<file path="src/rtl/flmt_pkg.sv">
// Package: shared types, constants and helpers of the fan LED mode timer.
`default_nettype none
package flmt_pkg;

    localparam int unsigned NUM_MODES   = 5;
    localparam int unsigned MODE_W      = 3;
    localparam int unsigned WORD_W      = 55;
    localparam int unsigned COUNT_W     = 32;
    localparam int unsigned PULSE_W     = 8;
    localparam int unsigned SHIFT_W     = 5;
    localparam int unsigned PAT_W       = 8;
    localparam int unsigned PAT_IDX_W   = 3;
    localparam int unsigned CFG_IDX_W   = 3;
    localparam int unsigned S_TDATA_W   = 8;
    localparam int unsigned M_TDATA_W   = 8;

    localparam logic [MODE_W-1:0] MODE_MAX = 3'd4;

    // register indexes of the configuration port
    typedef enum logic [CFG_IDX_W-1:0] {
        CFG_MODE_0    = 3'd0,
        CFG_MODE_1    = 3'd1,
        CFG_MODE_2    = 3'd2,
        CFG_MODE_3    = 3'd3,
        CFG_MODE_4    = 3'd4,
        CFG_FAN_PULSE = 3'd5,
        CFG_PAT_SHIFT = 3'd6
    } t_cfg_idx;

    // one packed mode entry, lowest bit last
    typedef struct packed {
        logic [MODE_W-1:0]  succ_button;
        logic [MODE_W-1:0]  succ_timeout;
        logic [COUNT_W-1:0] timeout;
        logic [PAT_W-1:0]   green;
        logic [PAT_W-1:0]   red;
        logic               fan;
    } t_mode_word;

    typedef struct packed {
        t_mode_word [NUM_MODES-1:0] mode;
        logic [PULSE_W-1:0]         fan_pulse;
        logic [SHIFT_W-1:0]         pat_shift;
    } t_cfg;

    typedef struct packed {
        logic [MODE_W-1:0] mode_index;
        logic              fan_drive;
        logic              green_led;
        logic              red_led;
    } t_result;

    localparam logic [WORD_W-1:0] MODE_0_RST = 55'd4503600241704960;
    localparam logic [WORD_W-1:0] MODE_1_RST = 55'd14636704932429313;
    localparam logic [WORD_W-1:0] MODE_2_RST = 55'd6192451330742273;
    localparam logic [WORD_W-1:0] MODE_3_RST = 55'd2251802885358079;
    localparam logic [WORD_W-1:0] MODE_4_RST = 55'd13510801953784217;
    localparam logic [PULSE_W-1:0] FAN_PULSE_RST = 8'd9;
    localparam logic [SHIFT_W-1:0] PAT_SHIFT_RST = 5'd9;

    // successor codes beyond the last mode fall back to mode 0
    function automatic logic [MODE_W-1:0] fold_successor(input logic [MODE_W-1:0] s);
        return (s > MODE_MAX) ? '0 : s;
    endfunction

endpackage
`default_nettype wire

</file>
<file path="src/rtl/flmt_cfg_regs.sv">
// Configuration registers: mode table, fan pulse length and pattern shift.
`default_nettype none
module flmt_cfg_regs (
    input  wire logic                           i_clk,
    input  wire logic                           i_rst_n,
    input  wire logic                           i_cfg_wr_en,
    input  wire logic [flmt_pkg::CFG_IDX_W-1:0] i_cfg_index,
    input  wire logic [flmt_pkg::WORD_W-1:0]    i_cfg_wdata,
    output flmt_pkg::t_cfg                      o_cfg
);
    import flmt_pkg::*;

    t_mode_word         r_mode [NUM_MODES];
    logic [PULSE_W-1:0] r_fan_pulse;
    logic [SHIFT_W-1:0] r_pat_shift;

    always_ff @(posedge i_clk) begin
        if (!i_rst_n) begin
            r_mode[0]   <= MODE_0_RST;
            r_mode[1]   <= MODE_1_RST;
            r_mode[2]   <= MODE_2_RST;
            r_mode[3]   <= MODE_3_RST;
            r_mode[4]   <= MODE_4_RST;
            r_fan_pulse <= FAN_PULSE_RST;
            r_pat_shift <= PAT_SHIFT_RST;
        end else if (i_cfg_wr_en) begin
            unique case (t_cfg_idx'(i_cfg_index))
                CFG_MODE_0, CFG_MODE_1, CFG_MODE_2, CFG_MODE_3, CFG_MODE_4: begin
                    r_mode[i_cfg_index] <= i_cfg_wdata;
                end
                CFG_FAN_PULSE: r_fan_pulse <= i_cfg_wdata[PULSE_W-1:0];
                CFG_PAT_SHIFT: r_pat_shift <= i_cfg_wdata[SHIFT_W-1:0];
                default: ; // unused index, write dropped
            endcase
        end
    end

    always_comb begin
        for (int i = 0; i < NUM_MODES; i++) begin
            o_cfg.mode[i] = r_mode[i];
        end
        o_cfg.fan_pulse = r_fan_pulse;
        o_cfg.pat_shift = r_pat_shift;
    end

endmodule
`default_nettype wire

</file>
<file path="src/rtl/flmt_tick_core.sv">
// Tick state and next-state logic: mode moves, elapsed count, LEDs, fan pulse.
`default_nettype none
module flmt_tick_core (
    input  wire logic         i_clk,
    input  wire logic         i_rst_n,
    input  wire logic         i_advance,
    input  wire logic         i_button,
    input  wire logic         i_power,
    input  wire flmt_pkg::t_cfg i_cfg,
    output flmt_pkg::t_result o_result,
    output logic [flmt_pkg::MODE_W-1:0] o_mode
);
    import flmt_pkg::*;

    logic [MODE_W-1:0]  r_mode,      n_mode;
    logic [COUNT_W-1:0] r_elapsed,   n_elapsed;
    logic               r_last_btn;
    logic               r_last_pwr;
    logic [PULSE_W-1:0] r_fan_left,  n_fan_left;

    t_mode_word         w_old;
    t_mode_word         w_new;
    logic               btn_fall;
    logic               timeout_hit;
    logic [COUNT_W-1:0] shifted;
    logic [PAT_IDX_W-1:0] pat_idx;
    logic [PULSE_W-1:0] fan_cnt;

    always_comb begin
        w_old       = i_cfg.mode[r_mode];
        btn_fall    = r_last_btn & ~i_button;
        timeout_hit = (r_elapsed >= w_old.timeout);

        // button edge beats timeout
        if (btn_fall) begin
            n_mode    = fold_successor(w_old.succ_button);
            n_elapsed = '0;
        end else if (timeout_hit) begin
            n_mode    = fold_successor(w_old.succ_timeout);
            n_elapsed = '0;
        end else begin
            n_mode    = r_mode;
            n_elapsed = r_elapsed + COUNT_W'(1);
        end

        w_new   = i_cfg.mode[n_mode];
        shifted = r_elapsed >> i_cfg.pat_shift;
        pat_idx = shifted[PAT_IDX_W-1:0];

        fan_cnt    = (i_power != r_last_pwr) ? i_cfg.fan_pulse : r_fan_left;
        n_fan_left = (fan_cnt != '0) ? fan_cnt - PULSE_W'(1) : '0;

        o_result.red_led    = i_power & w_new.red[pat_idx];
        o_result.green_led  = i_power & w_new.green[pat_idx];
        o_result.fan_drive  = (fan_cnt != '0) & w_new.fan;
        o_result.mode_index = n_mode;
    end

    always_ff @(posedge i_clk) begin
        if (!i_rst_n) begin
            r_mode     <= '0;
            r_elapsed  <= '0;
            r_last_btn <= 1'b1;
            r_last_pwr <= 1'b0;
            r_fan_left <= '0;
        end else if (i_advance) begin
            r_mode     <= n_mode;
            r_elapsed  <= n_elapsed;
            r_last_btn <= i_button;
            r_last_pwr <= i_power;
            r_fan_left <= n_fan_left;
        end
    end

    assign o_mode = r_mode;

`ifndef SYNTHESIS
    a_mode_range: assert property (@(posedge i_clk) disable iff (!i_rst_n)
        r_mode <= MODE_MAX)
        else $error("mode register out of range");

    a_hold_idle: assert property (@(posedge i_clk) disable iff (!i_rst_n)
        !i_advance |=> $stable(r_mode) && $stable(r_elapsed) && $stable(r_fan_left))
        else $error("tick state changed without a tick");

    a_move_clears_count: assert property (@(posedge i_clk) disable iff (!i_rst_n)
        i_advance && (n_mode != r_mode) |=> r_elapsed == '0)
        else $error("mode moved without clearing the count");
`endif

endmodule
`default_nettype wire

</file>
<file path="src/rtl/fan_led_mode_timer_unit.sv">
// Top level: fan LED mode timer with stream ports and configuration write port.
//
// Use:
//   Each slave transaction is one timer tick: s_axis_tdata[0] is the sampled
//   button level (0 pressed), s_axis_tdata[1] the power level. Each tick
//   yields exactly one master transaction with the red and green LED drive,
//   the fan drive and the mode number after the tick.
//   Order: a tick is registered in the input stage, then its result in the
//   output register. Throughput: one tick per cycle while the receiver
//   keeps m_axis_tready high; the mode/count update is a single pass
//   of compare, table select and shift between the input and result
//   registers, and the next tick's logic sees the updated state at once.
//   Stall: while the receiver holds m_axis_tready low the result stays put;
//   the input stage still takes one more tick, then s_axis_tready drops
//   until the result is taken.
//   Reset (i_rst_n low, synchronous): mode 0, count 0, button taken as
//   released, power as low, no fan pulse; the table registers take their
//   default contents. Register writes land on the next clock edge and are
//   to be made only while no tick is in flight.
`default_nettype none
module fan_led_mode_timer_unit (
    input  wire logic                           i_clk,
    input  wire logic                           i_rst_n,
    // tick input
    input  wire logic                           s_axis_tvalid,
    output logic                                s_axis_tready,
    input  wire logic [flmt_pkg::S_TDATA_W-1:0] s_axis_tdata,  // button_level, power_level, 0 pad
    // result output
    output logic                                m_axis_tvalid,
    input  wire logic                           m_axis_tready,
    output logic [flmt_pkg::M_TDATA_W-1:0]      m_axis_tdata,  // red_led, green_led, fan_drive,
                                                               // mode_index[2:0], 0 pad
    // configuration write
    input  wire logic                           i_cfg_wr_en,
    input  wire logic [flmt_pkg::CFG_IDX_W-1:0] i_cfg_index,
    input  wire logic [flmt_pkg::WORD_W-1:0]    i_cfg_wdata
);
    import flmt_pkg::*;

    t_cfg              cfg;
    t_result           result;
    logic [MODE_W-1:0] core_mode;

    // input stage
    logic    r_in_valid;
    logic    r_in_button;
    logic    r_in_power;
    // result stage
    logic    r_out_valid;
    t_result r_out;

    logic advance;

    assign advance       = r_in_valid & (~r_out_valid | m_axis_tready);
    assign s_axis_tready = ~r_in_valid | advance;

    always_ff @(posedge i_clk) begin
        if (!i_rst_n) begin
            r_in_valid <= 1'b0;
        end else if (s_axis_tready) begin
            r_in_valid <= s_axis_tvalid;
        end
    end

    always_ff @(posedge i_clk) begin
        if (s_axis_tvalid && s_axis_tready) begin
            r_in_button <= s_axis_tdata[0];
            r_in_power  <= s_axis_tdata[1];
        end
    end

    flmt_cfg_regs u_cfg (
        .i_clk       (i_clk),
        .i_rst_n     (i_rst_n),
        .i_cfg_wr_en (i_cfg_wr_en),
        .i_cfg_index (i_cfg_index),
        .i_cfg_wdata (i_cfg_wdata),
        .o_cfg       (cfg)
    );

    flmt_tick_core u_core (
        .i_clk     (i_clk),
        .i_rst_n   (i_rst_n),
        .i_advance (advance),
        .i_button  (r_in_button),
        .i_power   (r_in_power),
        .i_cfg     (cfg),
        .o_result  (result),
        .o_mode    (core_mode)
    );

    // result register: loads with the tick, holds while the receiver stalls
    always_ff @(posedge i_clk) begin
        if (!i_rst_n) begin
            r_out_valid <= 1'b0;
        end else if (advance) begin
            r_out_valid <= 1'b1;
        end else if (m_axis_tready) begin
            r_out_valid <= 1'b0;
        end
    end

    always_ff @(posedge i_clk) begin
        if (advance) begin
            r_out <= result;
        end
    end

    assign m_axis_tvalid = r_out_valid;
    assign m_axis_tdata  = {{(M_TDATA_W - $bits(t_result)){1'b0}}, r_out};

`ifndef SYNTHESIS
    a_stall_means_full: assert property (@(posedge i_clk) disable iff (!i_rst_n)
        !s_axis_tready |-> r_in_valid && r_out_valid)
        else $error("input stalled with a free stage");

    a_tick_gives_result: assert property (@(posedge i_clk) disable iff (!i_rst_n)
        advance |=> r_out_valid)
        else $error("tick produced no result");

    a_result_mode: assert property (@(posedge i_clk) disable iff (!i_rst_n)
        r_out_valid |-> r_out.mode_index == core_mode)
        else $error("result mode differs from mode state");
`endif

endmodule
`default_nettype wire
</file>
<file path="config.mk">
export PLATFORM = sky130hd
export DESIGN_NAME = fan_led_mode_timer_unit
export DESIGN_NICKNAME = d
export VERILOG_FILES = /design/src/rtl/flmt_pkg.sv /design/src/rtl/flmt_cfg_regs.sv /design/src/rtl/flmt_tick_core.sv /design/src/rtl/fan_led_mode_timer_unit.sv
export SDC_FILE = /design/constraint.sdc
export NUM_CORES = 1
export LEC_CHECK = 0
export ABC_AREA = 1
export BUFFER_PORTS_ARGS = -buffer_cell sky130_fd_sc_hd__buf_2
export CAP_MARGIN = 20
export CORE_MARGIN = 2
export CORE_UTILIZATION = 25
export DETAILED_ROUTE_END_ITERATION = 12
export HOLD_SLACK_MARGIN = 0.08
export PLACE_DENSITY = 0.41
export SLEW_MARGIN = 5
export SYNTH_ARGS = -nofsm -noshare
export SYNTH_HDL_FRONTEND = slang
export SYNTH_HIERARCHICAL = 1
export SYNTH_SLANG_ARGS = --single-unit
</file>
<file path="constraint.sdc">
create_clock -name i_clk -period 3.95 [get_ports i_clk]
set_input_delay 0.5925 -clock i_clk [delete_from_list [all_inputs] [get_ports i_clk]]
set_output_delay 0.5925 -clock i_clk [all_outputs]
set_load 0.02 [all_outputs]
</file>
After elaboration in Yosys (flattened, before gate mapping)
Memories as Yosys holds them, arrays and structs flattened.
Cells that the tools add are included.
{ "word_totals": {"ff_bits": 68, "ramBits": 275, "in_bits": 71, "out_inout_bits": 10, "elab_cells": 76, "memories": 1} }
{ "op_classes": {"add_sub_neg": 2, "order_cmp": 6, "eq_ne": 7, "shifts": 1, "mux": 26, "bitwise_logic": 10, "n_reduce_logical": 8} }
{ "mem_list": {"columns": ["memory", "depth", "width", "rd", "rd_ports_with_merged_regs", "write_ports", "line_no", "source"], "rows": [
  ["u_cfg.r_mode", 5, 55, 5, 0, 5, "flmt_cfg_regs.sv:13", "t_mode_word r_mode [NUM_MODES];"]
]} }
{ "ops": {"columns": ["cell", "count"], "rows": [
  ["$bmux 55 s3", 2],
  ["$mux 55", 2],
  ["$mux 32", 2],
  ["$reduce_or 55->1", 1],
  ["$add 32x1->32 const B", 1],
  ["$ge 32x32->1", 1],
  ["$shr 32x5->3", 1],
  ["$mux 17", 1],
  ["$mux 8", 2],
  ["$mux 3", 5],
  ["$lt 3x4->1 const B", 3],
  ["$mux 1", 10],
  ["$eq 3x3->1 const B", 3],
  ["$reduce_bool 8->1", 1],
  ["$sub 8x1->8 const B", 1],
  ["$bmux 1 s3", 2],
  ["$eq 3x2->1 const B", 2],
  ["$gt 3x3->1 const B", 2],
  ["$and 1x1->1", 5],
  ["$reduce_or 5->1", 1],
  ["$reduce_and 2->1", 2],
  ["$eq 3x1->1 const B", 1],
  ["$logic_not 3->1", 1],
  ["$not 1->1", 3],
  ["4 further kinds", 5]
]} }

Depth between registers and ports, before layout
Gate-level depths: netlist of the first run.
An unclocked memory read counts as a cell.
{ "logic_depth": {"ltp_word": 12, "mapped_depth": 31, "ltp_nobuf": 26} }

Hierarchy
The synthesis of the first run kept the hierarchy.
{ "by_module_without_submodules": {"columns": ["module", "n_inst", "cells_per_inst", "area_each_um2", "seq_area_each_um2"], "rows": [
  ["flmt_cfg_regs", 1, 726, 10349.9, 8518.2],
  ["flmt_tick_core", 1, 1244, 6901.6, 900.9],
  ["fan_led_mode_timer_unit", 1, 24, 354.1, 280.3]
]} }

Worst setup path after synthesis of the first run
OpenSTA, ideal clock, no wires.
{ "synth_timing": {"path_type": "reg2reg", "from": "reg u_core.r_mode[0] (netlist: u_core/o_mode[0])", "to": "reg r_out (netlist bit m_axis_tdata[0]), data pin", "setup_ps": 257, "t_arrival_ps": 3375, "t_required_ps": 3693, "setup_slack_ps": 318, "path_stages_with_launch": 27, "path_buffers": 6, "synth_period_minus_slack_ps": 3632, "path_cell_list": "dfxtp_1 buf_4 buf_6 clkbuf_1 buf_1 nand2_1 nand3_1 a32o_1 inv_1 ha_1 nand2_1 nor2_1 nand4_1 a21oi_1 nor2_2 nand2_1 nand2_1 nand3_1 nand2_1 buf_4 buf_4 o211ai_1 nand3_1 nand3_1 nand2_1 nand2_1 a21oi_1"} }
{ "synth_rtl": {"columns": ["item", "line_no", "source"], "rows": [
  ["start: declaration", "flmt_tick_core.sv:15", "logic [MODE_W-1:0] r_mode, n_mode;"],
  ["start signal: assignment", "flmt_tick_core.sv:67", "r_mode <= n_mode;"],
  ["end signal: assignment", "fan_led_mode_timer_unit.sv:105", "r_out <= result;"],
  ["end: declaration", "fan_led_mode_timer_unit.sv:50", "t_result r_out;"]
]} }

==> qor.yml, run 1 <==
global_routing:
  grt_first_pass_wirelength_um: 82400
  grt_max_degree: 48
  grt_antenna_before_repair: 1
  grt_pass1_vias: 13400
  grt_overflow: 0
  grtUsageTotal: 0.148
run_status:
  outcome: "completed"
floorplan:
  dieArea_um2: 72600
  io_pins: 81
  die-height_um: 269
  start_util: 0.252
  core_um2: 69900
  die_w_um: 269
  row_count: 97
drt:
  dr.pass1.iters: 5
  drt-wirelength-per-cell_um: 18.0
  num_vias: 13900
  remaining_drc_errors: 0
  viasPerCell: 4.54
  detail-route-antenna-nets: 0
  drtIter0Drc: 955
  wl_um: 55300
yosys:
  syn_avg_cell_area_um2: 8.83
  ys_seq_area_frac: 0.551
  netlist-cell-type-count: 53
  synthCells: 1994
  synth-main-ff-cell: "edfxtp_1"
  synth_edf_count: 283
  yosys_warnings: 6
  ys_ff_latch: 343
  netlist_area_um2: 17600
  synthArstFlopShare: 0
clock_tree:
  cts_buffer_depth: 3
  h-tree-depth: 2
  cts_tree: "yes"
  cts_sinks: 343
  numCtsBuffers: 40
  path_clk_slew_ns: 0.06
  cts-root-buf: "clkbuf_16"
  insertion_delay_ns: 0.56
placement:
  gp_congestion: 0.802
  port_buffers: 72
  dp_worst_setup_slack_ns: 0.0454
  place_area_um2: 19400
  hpwl_um: 35400
sta:
  setup_tns_ns: 0
  clock-skew-final_ns: 0.0144
  fin_crit_ns: 3.72
  finalCritPeriodShare: 0.942
  hold_violations: 0
  slew_violations: 0
  slew_headroom: 0.361
  finalSetupViolCount: 0
  tightest_slew_ns: 0.952
  fmax_mhz: 269
  finalWorstSetupSlack_ns: 0.228
setup_path:
  worst_setup_path_end_kind: "register"
  path_class: "register to register"
  timing.critical_path.from: "u_core/o_mode[0]"
  crit_fanout: 16
  cp-start-kind: "register"
  cp.arrival_ns: 4.02
  r2r_start: "u_core/o_mode[0]"
  required_ns: 4.25
min_path:
  hp-class: "input port to register"
  hp-start: "s_axis_tdata[1]"
final_layout:
  drive_above_1_share: 0.147
  antenna_cells: 0
  nNetsFinal: 2203
  area.growth.synth_to_final_pct: 18.7
  final_util: 0.299
  postLayoutCellArea_um2: 20900
pwr:
  ir_drop_v: 0.000318
  p_total_mw: 8.98
  p_per_area_nw_per_um2: 430
  p_leak_nw: 8.58
job:
  cap_violations: 0
synthesized netlist by cell type (all sizes together) (4+ instances only):
cell type	instances	area, µm²
o21ai	106	531
xor2	9	78.8
clkinv	4	16.3
inv	278	1040
o211ai	13	97.6
a21oi	125	637
nor2	267	1090
buf	61	398
edfxtp	283	8500
nand2	430	1630
o22ai	5	31.3
mux2i	4	40.0
nand4	17	128
a32o	32	320
clkbuf	40	151
dfxtp	60	1200
or2	7	43.8
ha	34	425
nor3	12	86.3
nand3	188	993
state kept, by name, indices dropped and copies added, names as in the netlist:
name,cells
u_cfg/r_mode,275
u_core/r_elapsed,32
u_cfg/r_fan_pulse,8
u_core/r_fan_left,8
m_axis_tdata,6
u_cfg/r_pat_shift,5
u_core/o_mode,3
m_axis_tvalid,1
r_in_button,1
r_in_power,1
r_in_valid,1
u_core/r_last_btn,1
u_core/r_last_pwr,1
final cells by class:
| cell class | instances | area (µm²) |
|---|---|---|
| repair buffers | 162 | 1340 |
| multi-input cells | 1269 | 6380 |
| flip-flops and latches | 343 | 9700 |
| well taps | 940 | 1180 |
| clock buffers | 55 | 1110 |
| fillers | 7461 | 49000 |
| inverters | 282 | 1070 |
| clock inverters | 17 | 115 |
final timing paths:
check / cells past startpoint / slack [ns] / to
setup reg to reg: 24 / 0.23 / m_axis_tdata[1]
hold / removal: 1 / 0.22 / r_in_power
setup / recovery: 24 / 0.23 / m_axis_tdata[1]
hold reg to reg: 2 / 0.46 / u_core/r_last_btn
power by group:
group	internal, mW	total [mW]	switching, mW
clock	2.03	3.55	1.52
sequential	4.12	4.18	0.0643
combinational	0.445	1.25	0.808
through the flow:
step | cells | hold slack (ns)
2_1_floorplan | 1995 | 0.428
3_3_place_gp | 2988 | 0.447
3_5_place_dp | 2988 | 0.454
4_1_cts | 3060 | 0.192
5_1_grt | 3068 | 0.195
6_report | 3068 | 0.216
routing by layer:
metal  part of all wire  vias up  global-route usage
met4              0.016        0              0.0332
met3              0.040       66              0.0187
li1                   -     6839                   -
met5                  0        -                   0
met2               0.47      281               0.247
met1               0.47     6755               0.203
placed cells by master, fill, tap and decap left out, types with 4 or more instances in the layout:
| cell type | n |
|---|---|
| nand4_1 | 15 |
| nor3_1 | 7 |
| a21oi_1 | 119 |
| nand3_1 | 176 |
| or2_1 | 4 |
| o22ai_1 | 5 |
| clkbuf_1 | 11 |
| edfxtp_1 | 283 |
| nand3_2 | 11 |
| inv_2 | 21 |
| a32o_2 | 4 |
| a21oi_2 | 6 |
| o21ai_1 | 21 |
| ha_1 | 34 |
| a32o_1 | 28 |
| inv_1 | 255 |
| clkinv_2 | 6 |
| nor2_2 | 12 |
| buf_12 | 16 |
| nor3_2 | 4 |
| o211ai_1 | 13 |
| nor2_1 | 246 |
| dfxtp_1 | 58 |
| buf_2 | 72 |
| clkinv_1 | 10 |
| clkbuf_16 | 46 |
| nand2_1 | 417 |
| mux2i_1 | 4 |
| o21ai_0 | 85 |
| nand2_2 | 10 |
| nor2_4 | 9 |
| buf_4 | 66 |
| xor2_1 | 9 |
worst max-delay path, stage by stage, from the launching register on:
cell	delay, ns
dfxtp_4	0.40
buf_12	0.16
buf_12	0.15
o21ai_0	0.25
a32o_1	0.28
inv_1	0.08
ha_1	0.30
a21oi_1	0.15
o21ai_0	0.09
a21oi_1	0.14
nand2_1	0.11
nand2_4	0.11
nand2_2	0.09
nand2_1	0.09
nand3_2	0.08
nand2_2	0.11
buf_12	0.15
buf_12	0.11
nand2_1	0.04
nand3_1	0.07
nand3_1	0.14
nand3_1	0.14
nand2_1	0.09
nand2_1	0.07
a21oi_1	0.06
timing repair:
| action | 4_1_cts | 5_1_grt |
|---|---|---|
| pin swaps | 0 | 4 |
| resized for setup | 1 | 31 |
| hold buffers | 0 | 0 |
| setup buffers | 0 | 3 |
| gates cloned | 0 | 5 |
| endpoints found under the setup margin | 1 | 6 |
| endpoints found under the hold margin | 0 | 0 |
kinds of logic (layout without fill, tap and decap cells):
family / after synthesis / in the layout / synth area share
simple gates: 925 / 925 / 0.228
flops: 343 / 343 / 0.551
other cells: 1 / 2 / 0.000213
fa+ha+maj: 34 / 34 / 0.0242
mux: 4 / 4 / 0.00227
compound gates: 292 / 292 / 0.0969
buf+inv: 383 / 516 / 0.0914
xor+xnor: 12 / 12 / 0.00640
(Power assumes the default switching activity.)
==> run 2: changes to the inputs <==
- BUFFER_PORTS_ARGS: -buffer_cell sky130_fd_sc_hd__buf_2 -> -buffer_cell sky130_fd_sc_hd__buf_4
- PLACE_DENSITY: 0.41 -> 0.42
==> run 2 against run 1 <==
Sequential share of layout area is 1.0 points lower; highest routed layer is now met5; register-to-register slack hardly changed; power up 3.1%; critical path type unchanged; global-route usage is essentially flat.
==> qor.yml, run 2 (same netlist as run 1, synthesis figures left out) <==
run_status:
  outcome: "completed"
placement:
  hpwl_um: 34400
  gp_congestion: 0.821
  dp_worst_setup_slack_ns: 0.0796
  place_area_um2: 19600
  port_buffers: 72
setup_path:
  required_ns: 4.36
  cp_slowest_stage_delay_ns: 0.45
  crit_top_cell: "nand2_1"
  rrSetupSlack_ns: 0.24
  r2r-end: "m_axis_tdata[0]"
  crit_fanout: 7
  path_class: "register to register"
  worst_setup_path_end_kind: "register"
  cp.arrival_ns: 4.12
  cp-start-kind: "register"
  rr_worst_depth: 28
  cp_slowest_cell: "dfxtp_4"
  r2r_start: "u_core/o_mode[0]"
clock_tree:
  cts-root-buf: "clkbuf_16"
  cts_sinks: 343
  cts_tree: "yes"
  ctsHoldBuffers: 0
  cts_buffer_depth: 3
  h-tree-depth: 2
  numCtsBuffers: 40
  insertion_delay_ns: 0.56
  path_clk_slew_ns: 0.06
sta:
  hold_violations: 0
  fin_crit_ns: 3.71
  fin_hold_ws_ns: 0.224
  finalSetupViolCount: 0
  slew_headroom: 0.410
  tightest_slew_ns: 0.879
  setup_tns_ns: 0
  finalCritPeriodShare: 0.939
  finalWorstSetupSlack_ns: 0.241
  clock-skew-final_ns: 0.0139
  fmax_mhz: 270
  slew_violations: 0
floorplan:
  die-height_um: 269
  dieArea_um2: 72600
  start_util: 0.252
  io_pins: 81
  die_w_um: 269
  core_um2: 69900
  row_count: 97
pwr:
  p_leak_nw: 8.74
  p_clk_frac: 0.405
  swShare: 0.261
  p_comb_frac: 0.143
  p_per_area_nw_per_um2: 433
  p_seq_frac: 0.452
  p_switching_mw: 2.42
  ir_drop_v: 0.000249
  p_int_mw: 6.84
final_layout:
  largest_register: "u_cfg/r_mode"
  reg.largest.list: "u_cfg/r_mode x275, u_core/r_elapsed x32"
  multi_input_area_um2: 6440
  largest_reg_flops: 275
  final_cell_mix: "nand2_1, edfxtp_1, inv_1, nor2_1, nand3_1"
  area.growth.synth_to_final_pct: 21.3
  fill_cells: 7474
  seq_area_um2: 9700
  final_common_cell: "nand2_1"
  drive_above_1_share: 0.158
  postLayoutCellArea_um2: 21400
  antenna_cells: 0
  nNetsFinal: 2211
drt:
  wl_um: 56100
  num_vias: 14000
  drtIter0Drc: 939
  viasPerCell: 4.55
  drt-wirelength-per-cell_um: 18.2
  dr.pass1.iters: 5
  remaining_drc_errors: 0
  detail-route-antenna-nets: 0
min_path:
  worstHoldEndpoint: "r_in_power"
  hp-class: "input port to register"
  hp-start: "s_axis_tdata[1]"
  holdPathStages: 1
global_routing:
  grt_first_pass_wirelength_um: 82600
  grt_max_degree: 48
  grtUsageTotal: 0.147
  grt_overflow: 0
  grt_pass1_vias: 13400
  grt_antenna_before_repair: 1
job:
  cap_violations: 0
[run 2: final cells by class]
cell class / instances / share of cell area
clock inverter: 26 / 0.0118
timing repair buffer: 170 / 0.0778
tap: 940 / 0.0551
inverter: 282 / 0.0502
multi-input combinational: 1269 / 0.302
clock buffer: 48 / 0.0493
sequential: 343 / 0.454
[run 2: timing repair]
action | CTS | global route
gates resized for setup | 0 | 48
setup endpoints to repair | 0 | 4
hold endpoints to repair | 0 | 0
buffers inserted | 0 | 18
[run 2: power by group through the flow]
stage          registers, mW  clock network (mW)  logic [mW]
2_1_floorplan           4.25                   0       0.723
3_3_place_gp            4.25                   0        1.22
3_5_place_dp            4.26                   0        1.22
4_1_cts                 4.18                3.88        1.23
5_1_grt                 4.20                4.01        1.46
6_report                4.18                3.75        1.32
[run 2: metrics by stage]
| stage | total power, mW | instances | util |
|---|---|---|---|
| after floorplan | 4.98 | 1995 | - |
| after global placement | 5.47 | 2978 | 0.280 |
| after detailed placement | 5.48 | 2978 | 0.280 |
| after CTS | 9.29 | 3052 | 0.298 |
| after global routing | 9.66 | 3078 | 0.306 |
| final | 9.26 | 3078 | 0.306 |
[run 2: metal layers]
| layer | track usage | up-vias | part of all wire |
|---|---|---|---|
| met5 | 0 | - | 0.00029 |
| met4 | 0.0406 | 2 | 0.024 |
| met3 | 0.0200 | 73 | 0.039 |
| met2 | 0.244 | 256 | 0.47 |
| met1 | 0.201 | 6836 | 0.47 |
| li1 | - | 6849 | - |
[run 2: worst max-delay path, delay by kind of cell (launching register included)]
family	cells	cell delay, ns
buffers and inverters	8	0.98
flip-flops	1	0.45
AND/OR/NAND/NOR	14	1.20
AO/OA/AOI/OAI	5	0.68
adder cells (fa/ha/maj)	1	0.25
[run 2: worst max-delay path by stage]
stage / start / depth (start not counted) / slack, ns / endpoint
after global routing: u_core/o_mode[0] / 25 / -0.01 / m_axis_tdata[0]
after floorplan: u_core/o_mode[0] / 26 / 0.32 / m_axis_tdata[0]
after global placement: u_core/o_mode[0] / 24 / 0.1 / m_axis_tdata[2]
final: u_core/o_mode[0] / 28 / 0.24 / m_axis_tdata[0]
after CTS: u_core/o_mode[0] / 24 / 0.05 / m_axis_tdata[2]
after detailed placement: u_core/o_mode[0] / 24 / 0.08 / m_axis_tdata[2]
